===== src/rtl/flv_stream_tag_parser_defines.svh =====
// Assertion macros shared by the parser RTL.
// Each macro takes a label, a clock, a synchronous reset, an antecedent and a consequent.
`ifndef FLV_STREAM_TAG_PARSER_DEFINES_SVH
`define FLV_STREAM_TAG_PARSER_DEFINES_SVH

`ifndef SYNTHESIS
`define FLVTP_ASSERT_NOW(lbl, ck, rs, ante, cons) \
  lbl: assert property (@(posedge ck) disable iff (rs) (ante) |-> (cons)) \
    else $error("flvtp: same-cycle check failed");
`define FLVTP_ASSERT_NEXT(lbl, ck, rs, ante, cons) \
  lbl: assert property (@(posedge ck) disable iff (rs) (ante) |=> (cons)) \
    else $error("flvtp: next-cycle check failed");
`else
`define FLVTP_ASSERT_NOW(lbl, ck, rs, ante, cons)
`define FLVTP_ASSERT_NEXT(lbl, ck, rs, ante, cons)
`endif

`endif


===== src/rtl/flvtp_pkg.sv =====
`default_nettype none
package flvtp_pkg;

  // Record kinds.
  localparam logic [1:0] KIND_HEADER = 2'd0;
  localparam logic [1:0] KIND_TAG    = 2'd1;
  localparam logic [1:0] KIND_END    = 2'd2;
  localparam logic [1:0] KIND_ERROR  = 2'd3;

  // Status codes.
  localparam logic [1:0] ST_OK        = 2'd0;
  localparam logic [1:0] ST_SIGNATURE = 2'd1;
  localparam logic [1:0] ST_LIMIT     = 2'd2;
  localparam logic [1:0] ST_UNKNOWN   = 2'd3;

  // Tag types.
  localparam logic [7:0] TAG_AUDIO  = 8'd8;
  localparam logic [7:0] TAG_VIDEO  = 8'd9;
  localparam logic [7:0] TAG_SCRIPT = 8'd18;

  // Fixed segment lengths.
  localparam logic [24:0] LEN_HEADER = 25'd9;
  localparam logic [24:0] LEN_WORD   = 25'd4;
  localparam logic [24:0] LEN_TAGHDR = 25'd11;

  localparam logic [31:0] LIMIT_RESET = 32'd16777216;

  typedef struct packed {
    logic [1:0]  record_kind;
    logic [1:0]  status;
    logic [7:0]  tag_type;
    logic [23:0] data_size;
    logic [31:0] timestamp;
    logic [23:0] stream_id;
    logic [31:0] prev_tag_size;
    logic [3:0]  media_high;
    logic [3:0]  media_low;
    logic [23:0] composition_time;
    logic [31:0] pts;
  } record_t;

  // Signature bytes "F", "L", "V".
  function automatic logic [7:0] sig_byte(input logic [1:0] pos);
    logic [7:0] val;
    case (pos)
      2'd0:    val = 8'h46;
      2'd1:    val = 8'h4C;
      default: val = 8'h56;
    endcase
    return val;
  endfunction

endpackage
`default_nettype wire


===== src/rtl/flv_stream_tag_parser.sv =====
// Channel   Direction  Handshake            Payload
// -------   ---------  ---------            -------
// input     in         in_valid/in_ready    data_byte, end_of_stream
// result    out        out_valid/out_ready  record_kind ... pts (one port per field)
// config    in         cfg_write_en         cfg_write_data (buffer_limit)
//
// One transaction is accepted per cycle when the result side keeps up; the parse state
// advances one byte per cycle under the same condition, in a single combinational pass
// between the input register and the result register, so each input transaction is held
// in the input register and its result is then registered in the result register.
// Reset (rst, synchronous) returns the parser to waiting for a file header, clears the
// halt flag and loads buffer_limit with 16777216.
// A stalled result register holds the input register, which in turn drops in_ready.
// After an error record the block swallows every input transaction until reset.
`default_nettype none
`include "flv_stream_tag_parser_defines.svh"
module flv_stream_tag_parser
  import flvtp_pkg::*;
(
  input  wire               clk,
  input  wire               rst,
  input  wire               cfg_write_en,
  input  wire        [31:0] cfg_write_data,
  input  wire               in_valid,
  output logic              in_ready,
  input  wire         [7:0] data_byte,
  input  wire               end_of_stream,
  output logic              out_valid,
  input  wire               out_ready,
  output logic        [1:0] record_kind,
  output logic        [1:0] status,
  output logic        [7:0] tag_type,
  output logic       [23:0] data_size,
  output logic       [31:0] timestamp,
  output logic       [23:0] stream_id,
  output logic       [31:0] prev_tag_size,
  output logic        [3:0] media_high,
  output logic        [3:0] media_low,
  output logic signed [23:0] composition_time,
  output logic       [31:0] pts
);

  // Parser phases.
  localparam logic [2:0] PH_HEADER     = 3'd0;
  localparam logic [2:0] PH_FIRST_PREV = 3'd1;
  localparam logic [2:0] PH_TAG_HDR    = 3'd2;
  localparam logic [2:0] PH_PAYLOAD    = 3'd3;
  localparam logic [2:0] PH_TRAIL      = 3'd4;

  logic [31:0] buffer_limit;

  // Input register.
  logic       a_valid;
  logic [7:0] a_byte;
  logic       a_end;
  logic       a_fire;

  // Parse state.
  logic [2:0]  phase, phase_next;
  logic [23:0] seg, seg_next;
  logic [31:0] consumed, consumed_next;
  logic [7:0]  kept_type, kept_type_next;
  logic [23:0] kept_size, kept_size_next;
  logic [31:0] kept_time, kept_time_next;
  logic [23:0] kept_stream, kept_stream_next;
  logic [31:0] kept_word, kept_word_next;
  logic [7:0]  kept_media, kept_media_next;
  logic [31:0] kept_offset, kept_offset_next;
  logic [23:0] comp_bits, comp_bits_next;
  logic        sig_ok, sig_ok_next;
  logic        halted, halted_next;

  // Result register.
  record_t res, res_next;
  logic    emit;

  // Limit check: one shared adder for the segment start and the payload check.
  logic [24:0] seg_len;
  logic        seg_start;
  logic        hdr_last;
  logic [24:0] add_b;
  logic [32:0] limit_sum;
  logic        limit_hit;
  logic        type_known;
  logic [23:0] comp_shift;

  assign a_fire   = a_valid && (!out_valid || out_ready);
  assign in_ready = !a_valid || a_fire;

  always_ff @(posedge clk) begin
    if (rst) begin
      buffer_limit <= LIMIT_RESET;
    end else if (cfg_write_en) begin
      buffer_limit <= cfg_write_data;
    end
  end

  always_ff @(posedge clk) begin
    if (rst) begin
      a_valid <= 1'b0;
    end else if (in_valid && in_ready) begin
      a_valid <= 1'b1;
    end else if (a_fire) begin
      a_valid <= 1'b0;
    end
  end

  always_ff @(posedge clk) begin
    if (in_valid && in_ready) begin
      a_byte <= data_byte;
      a_end  <= end_of_stream;
    end
  end

  always_comb begin
    unique case (phase) inside
      PH_HEADER:               seg_len = LEN_HEADER;
      PH_FIRST_PREV, PH_TRAIL: seg_len = LEN_WORD;
      PH_TAG_HDR:              seg_len = LEN_TAGHDR;
      default:                 seg_len = '0;
    endcase
  end

  assign seg_start  = (seg == 24'd0) && (seg_len != 25'd0);
  assign hdr_last   = (phase == PH_TAG_HDR) && (seg == 24'd10);
  // At the last tag header byte the count has not yet taken that byte, hence size + 1.
  assign add_b      = hdr_last ? ({1'b0, kept_size} + 25'd1) : seg_len;
  assign limit_sum  = {1'b0, consumed} + {8'b0, add_b};
  assign limit_hit  = limit_sum >= {1'b0, buffer_limit};
  assign type_known = (kept_type == TAG_AUDIO) || (kept_type == TAG_VIDEO) ||
                      (kept_type == TAG_SCRIPT);

  always_comb begin
    phase_next       = phase;
    seg_next         = seg;
    consumed_next    = consumed;
    kept_type_next   = kept_type;
    kept_size_next   = kept_size;
    kept_time_next   = kept_time;
    kept_stream_next = kept_stream;
    kept_word_next   = kept_word;
    kept_media_next  = kept_media;
    kept_offset_next = kept_offset;
    comp_bits_next   = comp_bits;
    sig_ok_next      = sig_ok;
    halted_next      = halted;
    res_next         = '0;
    emit             = 1'b0;
    comp_shift       = comp_bits;

    if (a_fire && !halted) begin
      if (a_end) begin
        // An end transaction drops any partial header or tag.
        phase_next    = PH_HEADER;
        seg_next      = '0;
        consumed_next = '0;
        sig_ok_next   = 1'b1;
        emit          = 1'b1;
        res_next.record_kind = KIND_END;
        res_next.status      = ST_OK;
      end else if (seg_start && limit_hit) begin
        halted_next          = 1'b1;
        emit                 = 1'b1;
        res_next.record_kind = KIND_ERROR;
        res_next.status      = ST_LIMIT;
      end else begin
        seg_next      = seg + 24'd1;
        consumed_next = consumed + 32'd1;
        unique case (phase)
          PH_HEADER: begin
            if (seg < 24'd3) begin
              if (a_byte != sig_byte(seg[1:0])) begin
                sig_ok_next = 1'b0;
              end
            end else if (seg == 24'd3) begin
              kept_type_next = a_byte;
            end else if (seg == 24'd4) begin
              kept_media_next = a_byte;
            end else begin
              kept_offset_next = {kept_offset[23:0], a_byte};
            end
            if (seg == 24'd8) begin
              if (!sig_ok) begin
                halted_next          = 1'b1;
                emit                 = 1'b1;
                res_next.record_kind = KIND_ERROR;
                res_next.status      = ST_SIGNATURE;
              end else begin
                phase_next = PH_FIRST_PREV;
                seg_next   = '0;
              end
            end
          end
          PH_FIRST_PREV: begin
            kept_word_next = {kept_word[23:0], a_byte};
            if (seg == 24'd3) begin
              phase_next             = PH_TAG_HDR;
              seg_next               = '0;
              emit                   = 1'b1;
              res_next.record_kind   = KIND_HEADER;
              res_next.tag_type      = kept_type;
              res_next.timestamp     = kept_offset;
              res_next.prev_tag_size = kept_word_next;
              res_next.media_high    = kept_media[7:4];
              res_next.media_low     = kept_media[3:0];
            end
          end
          PH_TAG_HDR: begin
            if (seg == 24'd0) begin
              kept_type_next   = a_byte;
              kept_media_next  = '0;
              comp_bits_next   = '0;
              kept_size_next   = '0;
              kept_time_next   = '0;
              kept_stream_next = '0;
            end else if (seg <= 24'd3) begin
              kept_size_next = {kept_size[15:0], a_byte};
            end else if (seg <= 24'd6) begin
              kept_time_next = {8'd0, kept_time[15:0], a_byte};
            end else if (seg == 24'd7) begin
              kept_time_next = {a_byte, kept_time[23:0]};
            end else begin
              kept_stream_next = {kept_stream[15:0], a_byte};
            end
            if (hdr_last) begin
              seg_next = '0;
              if (limit_hit) begin
                halted_next          = 1'b1;
                emit                 = 1'b1;
                res_next.record_kind = KIND_ERROR;
                res_next.status      = ST_LIMIT;
              end else if (kept_size != 24'd0) begin
                phase_next = PH_PAYLOAD;
              end else if (!type_known) begin
                halted_next          = 1'b1;
                emit                 = 1'b1;
                res_next.record_kind = KIND_ERROR;
                res_next.status      = ST_UNKNOWN;
              end else begin
                phase_next = PH_TRAIL;
              end
            end
          end
          PH_PAYLOAD: begin
            if (seg == 24'd0) begin
              kept_media_next = a_byte;
            end else if (seg >= 24'd2 && seg <= 24'd4) begin
              comp_bits_next = {comp_bits[15:0], a_byte};
            end
            if (({1'b0, seg} + 25'd1) >= {1'b0, kept_size}) begin
              // A short payload carries only the leading composition bytes; the
              // missing low bytes read as zero.
              comp_shift = comp_bits_next;
              if (kept_size == 24'd3) begin
                comp_shift = {comp_bits_next[7:0], 16'd0};
              end else if (kept_size == 24'd4) begin
                comp_shift = {comp_bits_next[15:0], 8'd0};
              end
              comp_bits_next = comp_shift;
              seg_next       = '0;
              if (!type_known) begin
                halted_next          = 1'b1;
                emit                 = 1'b1;
                res_next.record_kind = KIND_ERROR;
                res_next.status      = ST_UNKNOWN;
              end else begin
                phase_next = PH_TRAIL;
              end
            end
          end
          PH_TRAIL: begin
            kept_word_next = {kept_word[23:0], a_byte};
            if (seg == 24'd3) begin
              phase_next             = PH_TAG_HDR;
              seg_next               = '0;
              emit                   = 1'b1;
              res_next.record_kind   = KIND_TAG;
              res_next.tag_type      = kept_type;
              res_next.data_size     = kept_size;
              res_next.timestamp     = kept_time;
              res_next.stream_id     = kept_stream;
              res_next.prev_tag_size = kept_word_next;
              res_next.media_high    = kept_media[7:4];
              res_next.media_low     = kept_media[3:0];
              if (kept_type == TAG_VIDEO) begin
                res_next.composition_time = comp_bits;
                res_next.pts = kept_time + {{8{comp_bits[23]}}, comp_bits};
              end
            end
          end
          default: begin
            phase_next    = PH_HEADER;
            seg_next      = '0;
            consumed_next = '0;
            sig_ok_next   = 1'b1;
          end
        endcase
      end
    end
  end

  always_ff @(posedge clk) begin
    if (rst) begin
      phase    <= PH_HEADER;
      seg      <= '0;
      consumed <= '0;
      sig_ok   <= 1'b1;
      halted   <= 1'b0;
    end else begin
      phase    <= phase_next;
      seg      <= seg_next;
      consumed <= consumed_next;
      sig_ok   <= sig_ok_next;
      halted   <= halted_next;
    end
  end

  // Every kept field is loaded before it is read, so none needs a reset.
  always_ff @(posedge clk) begin
    kept_type   <= kept_type_next;
    kept_size   <= kept_size_next;
    kept_time   <= kept_time_next;
    kept_stream <= kept_stream_next;
    kept_word   <= kept_word_next;
    kept_media  <= kept_media_next;
    kept_offset <= kept_offset_next;
    comp_bits   <= comp_bits_next;
  end

  always_ff @(posedge clk) begin
    if (rst) begin
      out_valid <= 1'b0;
    end else if (a_fire && emit) begin
      out_valid <= 1'b1;
    end else if (out_ready) begin
      out_valid <= 1'b0;
    end
  end

  always_ff @(posedge clk) begin
    if (a_fire && emit) begin
      res <= res_next;
    end
  end

  assign record_kind      = res.record_kind;
  assign status           = res.status;
  assign tag_type         = res.tag_type;
  assign data_size        = res.data_size;
  assign timestamp        = res.timestamp;
  assign stream_id        = res.stream_id;
  assign prev_tag_size    = res.prev_tag_size;
  assign media_high       = res.media_high;
  assign media_low        = res.media_low;
  assign composition_time = res.composition_time;
  assign pts              = res.pts;

  // Once halted and drained, the block must never present another record.
  `FLVTP_ASSERT_NEXT(a_halt_silent, clk, rst, halted && !out_valid, !out_valid)
  // An error record is always paired with the halt flag.
  `FLVTP_ASSERT_NOW(a_error_halts, clk, rst, out_valid && record_kind == KIND_ERROR, halted)
  // An end transaction on a live parser yields an end record next cycle.
  `FLVTP_ASSERT_NEXT(a_end_record, clk, rst, a_fire && a_end && !halted,
                     out_valid && record_kind == KIND_END && phase == PH_HEADER)
  // Only video tags carry a composition time or pts.
  `FLVTP_ASSERT_NOW(a_pts_video, clk, rst,
                    out_valid && record_kind == KIND_TAG && tag_type != TAG_VIDEO,
                    pts == 32'd0 && composition_time == 24'sd0)

endmodule
`default_nettype wire


===== config.mk =====
export PLATFORM = sky130hd
export DESIGN_NAME = flv_stream_tag_parser
export DESIGN_NICKNAME = d
export VERILOG_FILES = /design/src/rtl/flvtp_pkg.sv /design/src/rtl/flv_stream_tag_parser.sv
export VERILOG_INCLUDE_DIRS = /design/src /design/src/rtl
export SDC_FILE = /design/constraint.sdc
export NUM_CORES = 1
export LEC_CHECK = 0
export BUFFER_PORTS_ARGS = -buffer_cell sky130_fd_sc_hd__buf_2
export CORE_ASPECT_RATIO = 0.7
export CORE_MARGIN = 3
export CORE_UTILIZATION = 31
export CTS_CLUSTER_SIZE = 14
export DETAILED_ROUTE_END_ITERATION = 10
export GPL_ROUTABILITY_DRIVEN = 0
export PLACE_DENSITY = 0.57
export SETUP_SLACK_MARGIN = 0.3
export SLEW_MARGIN = 20
export SYNTH_ARGS = -nofsm -noshare
export SYNTH_HDL_FRONTEND = slang
export SYNTH_SLANG_ARGS = --single-unit

===== constraint.sdc =====
create_clock -name clk -period 22.8 [get_ports clk]
set_input_delay 1.14 -clock clk [delete_from_list [all_inputs] [get_ports clk]]
set_output_delay 1.14 -clock clk [all_outputs]
set_load 0.1 [all_outputs]

After elaboration in Yosys (flattened, before gate mapping)
Index checks and enable logic that the tools add are counted.
Storage, ports and cells
  output and inout port bits: 190
  logic and storage cells: 245
  input bits: 46
  flip-flop bits (word level): 468
Operators by class
  equality and inequality tests: 40
  $lt $le $gt $ge: 7
  mux-type cells: 103
  bitwise operators: 8
  add/sub/neg operators: 6
  reductions and logical operators: 49
Operators by type and width (count)
  $mux W24: 17
  $mux W32: 7
  $mux W184: 1
  $mux W8: 13
  $pmux W24 S4: 1
  $pmux W40 S2: 1
  $eq A24 B3 Y1 const B: 3
  $pmux W32 S2: 1
  $mux W56: 1
  $add A24 B1 Y25 const B: 2
  $eq A24 B2 Y1 const B: 2
  $eq A24 B4 Y1 const B: 2
  $le A24 B3 Y1 const B: 2
  $pmux W24 S2: 1
  $mux W40: 1
  $mux W4: 9
  $add A32 B25 Y33: 1
  $ge A33 B32 Y1: 1
  $add A32 B1 Y32 const B: 1
  $add A32 B32 Y32: 1
  $pmux W8 S2: 2
  $mux W3: 10
  $mux W1: 28
  $ge A25 B24 Y1: 1
  51 further kinds: 104

Longest topological paths before layout
  depth after elaboration: 16
  gate-level depth with buffers: 31
  gate-level depth less buffers: 28

Worst setup path after synthesis
Ideal clock, no wire load.
  path type: register to register
  start: register seg[18]
  end: register res, in the netlist composition_time[0], enable pin
  arrival: 9.483 ns
  library setup time: 0.539 ns
  data required time: 22.261 ns
  path buffers: 3
  stages on the path, launching flop included: 27
  clock period less this slack: 10.021 ns
  setup slack: 12.779 ns
  path through: dfxtp_1 -> or4_1 -> nor4_2 -> nand3_1 -> clkbuf_1 -> nor2_1 -> ha_1 -> clkbuf_1 -> a21o_1 -> o22ai_1 -> o21ai_0 -> a31o_2 -> a31oi_1 -> o21bai_1 -> a21o_1 -> a21oi_1 -> xnor2_1 -> ha_1 -> nand4_1 -> nor4_1 -> nand2_1 -> o41ai_1 -> a211o_1 -> buf_4 -> a2bb2oi_1 -> o41ai_1 -> inv_1
On the way
  longest elaborated chain between the ends: 12
  elaborated cells on any way between the ends: 22
  classes of those cells: 2 x add/sub; 2 x order compare; 3 x eq/ne; 10 x mux; 5 x reduce/logical
Ends and longest elaborated chain
  start, declared: RTL line flv_stream_tag_parser.sv:60  | logic [23:0] seg, seg_next;
  start signal, assigned: RTL line flv_stream_tag_parser.sv:311  | seg <= seg_next;
  $eq A24 B4 Y1: RTL line flv_stream_tag_parser.sv:125  | assign hdr_last = (phase == PH_TAG_HDR) && (seg == 24'd10);
  $logic_and A1 B1 Y1: RTL line flv_stream_tag_parser.sv:125
  $mux W25: RTL line flv_stream_tag_parser.sv:127  | assign add_b = hdr_last ? ({1'b0, kept_size} + 25'd1) : seg_len;
  $add A32 B25 Y33: RTL line flv_stream_tag_parser.sv:128  | assign limit_sum = {1'b0, consumed} + {8'b0, add_b};
  $ge A33 B32 Y1: RTL line flv_stream_tag_parser.sv:129  | assign limit_hit = limit_sum >= {1'b0, buffer_limit};
  $mux W1: RTL line flv_stream_tag_parser.sv:227  | if (limit_hit) begin
  $mux W1: RTL line flv_stream_tag_parser.sv:225  | if (hdr_last) begin
  $pmux W1 S4: RTL line flv_stream_tag_parser.sv:169  | unique case (phase)
  $mux W1 (*): RTL line flv_stream_tag_parser.sv:161  | end else if (seg_start && limit_hit) begin
  $mux W1 (*): RTL line flv_stream_tag_parser.sv:152  | if (a_end) begin
  $mux W1 (*): RTL line flv_stream_tag_parser.sv:151  | if (a_fire && !halted) begin
  $logic_and A1 B1 Y1 (*): RTL line flv_stream_tag_parser.sv:341  | if (a_fire && emit) begin
  end signal, assigned: RTL line flv_stream_tag_parser.sv:342  | res <= res_next;
  end, declared: RTL line flv_stream_tag_parser.sv:74  | record_t res, res_next;
Mark *: on every way between the ends. The rest lies on a longest branch, timed or not.
A chain may end at the register's enable or synchronous reset.

Final worst setup path
  start: register seg[14]
  end: register res, in the netlist timestamp[22], enable pin
Same word-level chain as after synthesis.

==> results.cfg <==
[layout]
drive_gt1_frac = 0.157
final_common_cell = edfxtp_1
stdcell_count = 3362
area_growth_pct = 16.5
fin_util = 0.370
mostFrequentLayoutCells = 373 x edfxtp_1, 235 x buf_2, 223 x nor2_1
layout.nets = 2512

[synth]
syn_nets = 2286
synth_area_mm2 = 0.0236
ys_top_cells_by_area = edfxtp_1 47%, dfxtp_1 8.1%, ha_1 6.4%
yosys.area.top_type = edfxtp_1
syn_area_per_cell_um2 = 11.1
synth_cell_type_count = 83
synth_edf_count = 373
synth_top_flop_cell = edfxtp_1
yosysSeqAreaShare = 0.555
yosysTopAreaCellShare = 0.475
yosys_register_bits = 468
ys_async_sr_fraction = 0
yosysWarnings = 0
synth_cells = 2117

[timing]
rsz0062_at_grt = no
max-slew-margin-rel = 0.256
setup_viol_count_final = 0
final.min_clock_period_ns = 10.41
hold_viol_final = 0
worst_slack_ns = 12.39
fmax_ghz = 0.0961
tightest_slew_ns = 1.11
final_max_slew_viol_count = 0
setup-tns-final_ns = 0
min_period_over_period = 0.457
skew_ns = 0.0234

[min_path]
hp-start = kept_word[4]
min_path_type = reg2reg
min_path_cells = 0

[grt]
grt_remaining_overflow = 0
antenna_found_initial = 2
grt_use_met3 = 0.0314
busiest_layer = met1
use_met1 = 0.253
grtUsageTotal = 0.165
grtUsageMet2 = 0.240
first_global_vias = 16600
grt_pass1_wl_um = 102000
grt_max_degree = 107

[worst_setup_path]
crit_path_start_kind = register
worstPathRequired_ns = 23.01
worstSetupStartpoint = seg[14]
reg2reg_depth = 24
cp-end-kind = register
worstPathArrival_ns = 10.62
timing.rr.start = seg[14]
critPathMaxFanout = 106
critical_path_class = reg2reg

[clock_network]
clockBufferDepth = 3
cts_root_buf = clkbuf_16
h-tree-depth = 2
post_cts_buffers = 0
path_clk_slew_ns = 0.06
clk_latency_ns = 0.60
cts_made_buffers = 50
tritoncts = built
cts_resized = 0
ctsHoldBuffers = 0
numClockSinks = 468

[power_and_ir_drop]
p_per_area_mw_per_mm2 = 68.3
ir_drop_mv = 0.0433
p_total_mw = 1.88
leakage_nw = 10.7

[floorplanning]
rows = 83
io_pins = 236
initial_core_util = 0.317
fp.dieW_um = 336
design.core.area_mm2 = 0.0744
die_h_um = 237
die_area_mm2 = 0.0795

[routing]
drtPass1Iterations = 7
route.final.wire_length_um = 68400
drc = 0
viasPerCell = 5.23
wl_per_cell_um = 20.3
antenna_left = 0
first_iter_violations = 1799
vias = 17600

[placed_design]
place_ws_ns = 12.55
hpwl_um = 50300
place_inst = 3268
numPortBuffers = 235

[job]
drv_cap = 0

[outcome]
status = complete, no violations
-- cells in the mapped netlist, types with 8 or more instances --
| master | n |
|---|---|
| inv_1 | 92 |
| a211oi_1 | 11 |
| nor3b_1 | 17 |
| mux2i_1 | 56 |
| a21o_1 | 47 |
| nor2b_1 | 17 |
| nand2b_1 | 22 |
| xnor2_1 | 73 |
| o21a_1 | 16 |
| o21bai_1 | 8 |
| a21oi_1 | 91 |
| clkbuf_1 | 62 |
| nor2_1 | 228 |
| o211ai_1 | 11 |
| o21ai_0 | 43 |
| nor4_1 | 23 |
| a22oi_1 | 35 |
| nor3_1 | 58 |
| nand3_1 | 67 |
| nand4_1 | 26 |
| xor2_1 | 22 |
| and2_1 | 127 |
| dfxtp_1 | 95 |
| buf_2 | 16 |
| a31oi_1 | 33 |
| a221o_1 | 9 |
| a22o_1 | 20 |
| ha_1 | 121 |
| or3_1 | 13 |
| and3_1 | 44 |
| o22ai_1 | 13 |
| edfxtp_1 | 373 |
| nand2_1 | 122 |
-- through the flow --
| stage | hold slack [ns] | cell area [µm²] |
|---|---|---|
| after floorplan | 0.417 | 23600 |
| after global placement | 0.421 | 25900 |
| after detailed placement | 0.429 | 25900 |
| after CTS | 0.442 | 27500 |
| after global routing | 0.454 | 27500 |
| final | 0.435 | 27500 |
-- cells by family (layout without fill, tap and decap cells) --
kind of cell,after synthesis,count (layout),share of synthesized area
AO/OA/AOI/OAI,404,404,0.119
XOR/XNOR,95,95,0.0353
adder cells (fa/ha/maj),123,123,0.0659
buffers and inverters,177,444,0.0298
flip-flops,468,468,0.555
multiplexers,56,56,0.0238
other,0,1,0
AND/OR/NAND/NOR,794,794,0.171
-- state kept, by name (all words and copies together), names as in the netlist, 32 cells and up --
| signal | cells |
|---|---|
| kept_offset | 32 |
| pts | 32 |
| consumed | 32 |
| kept_time | 32 |
| prev_tag_size | 32 |
| buffer_limit | 32 |
| timestamp | 32 |
-- metal layers --
layer	vias up	wire [µm]	share of wire
li1	8284	-	-
met1	8557	33200	0.49
met2	668	28600	0.42
met3	85	5320	0.078
met4	2	1280	0.019
met5	-	12	0.00018
-- final timing paths --
path	to	slack (ns)
setup / recovery	timestamp[22]	12.39
hold / removal	kept_word[12]	0.43
hold reg to reg	kept_word[12]	0.43
setup reg to reg	timestamp[22]	12.39
-- critical path, stage by stage (launching register included) --
cell	delay, ns
dfxtp_1	0.36
nor4_1	0.52
nand4_1	0.38
nor4_2	0.55
nand3_1	0.76
o21ai_0	0.42
ha_1	0.31
a21o_1	0.20
a2111oi_0	0.70
nor4_1	0.21
o21ai_0	0.30
nand2_1	0.17
a31oi_1	0.35
nor3_1	0.08
a311o_1	0.28
ha_1	0.29
nand4_1	0.18
nor4_1	0.45
nand2_1	0.17
o41ai_1	0.65
a211o_1	0.46
a2bb2oi_1	0.35
o41ai_1	0.24
inv_8	0.62
buf_4	0.91
-- power breakdown --
part	switching (mW)	internal (mW)	leakage (nW)
sequential	0.00946	0.930	4.08
combinational	0.110	0.0235	5.82
clock	0.351	0.452	0.776
-- final cells by class --
type                       instances  area (µm²)
multi-input combinational       1472        9840
tap                              977        1220
inverter                          93         357
antenna                            1        2.50
timing repair buffer             258        1350
clock inverter                    34         322
sequential                       468       13100
clock buffer                      59        1280
fill                            7257       46900
Power figures use the tool's default switching activity.
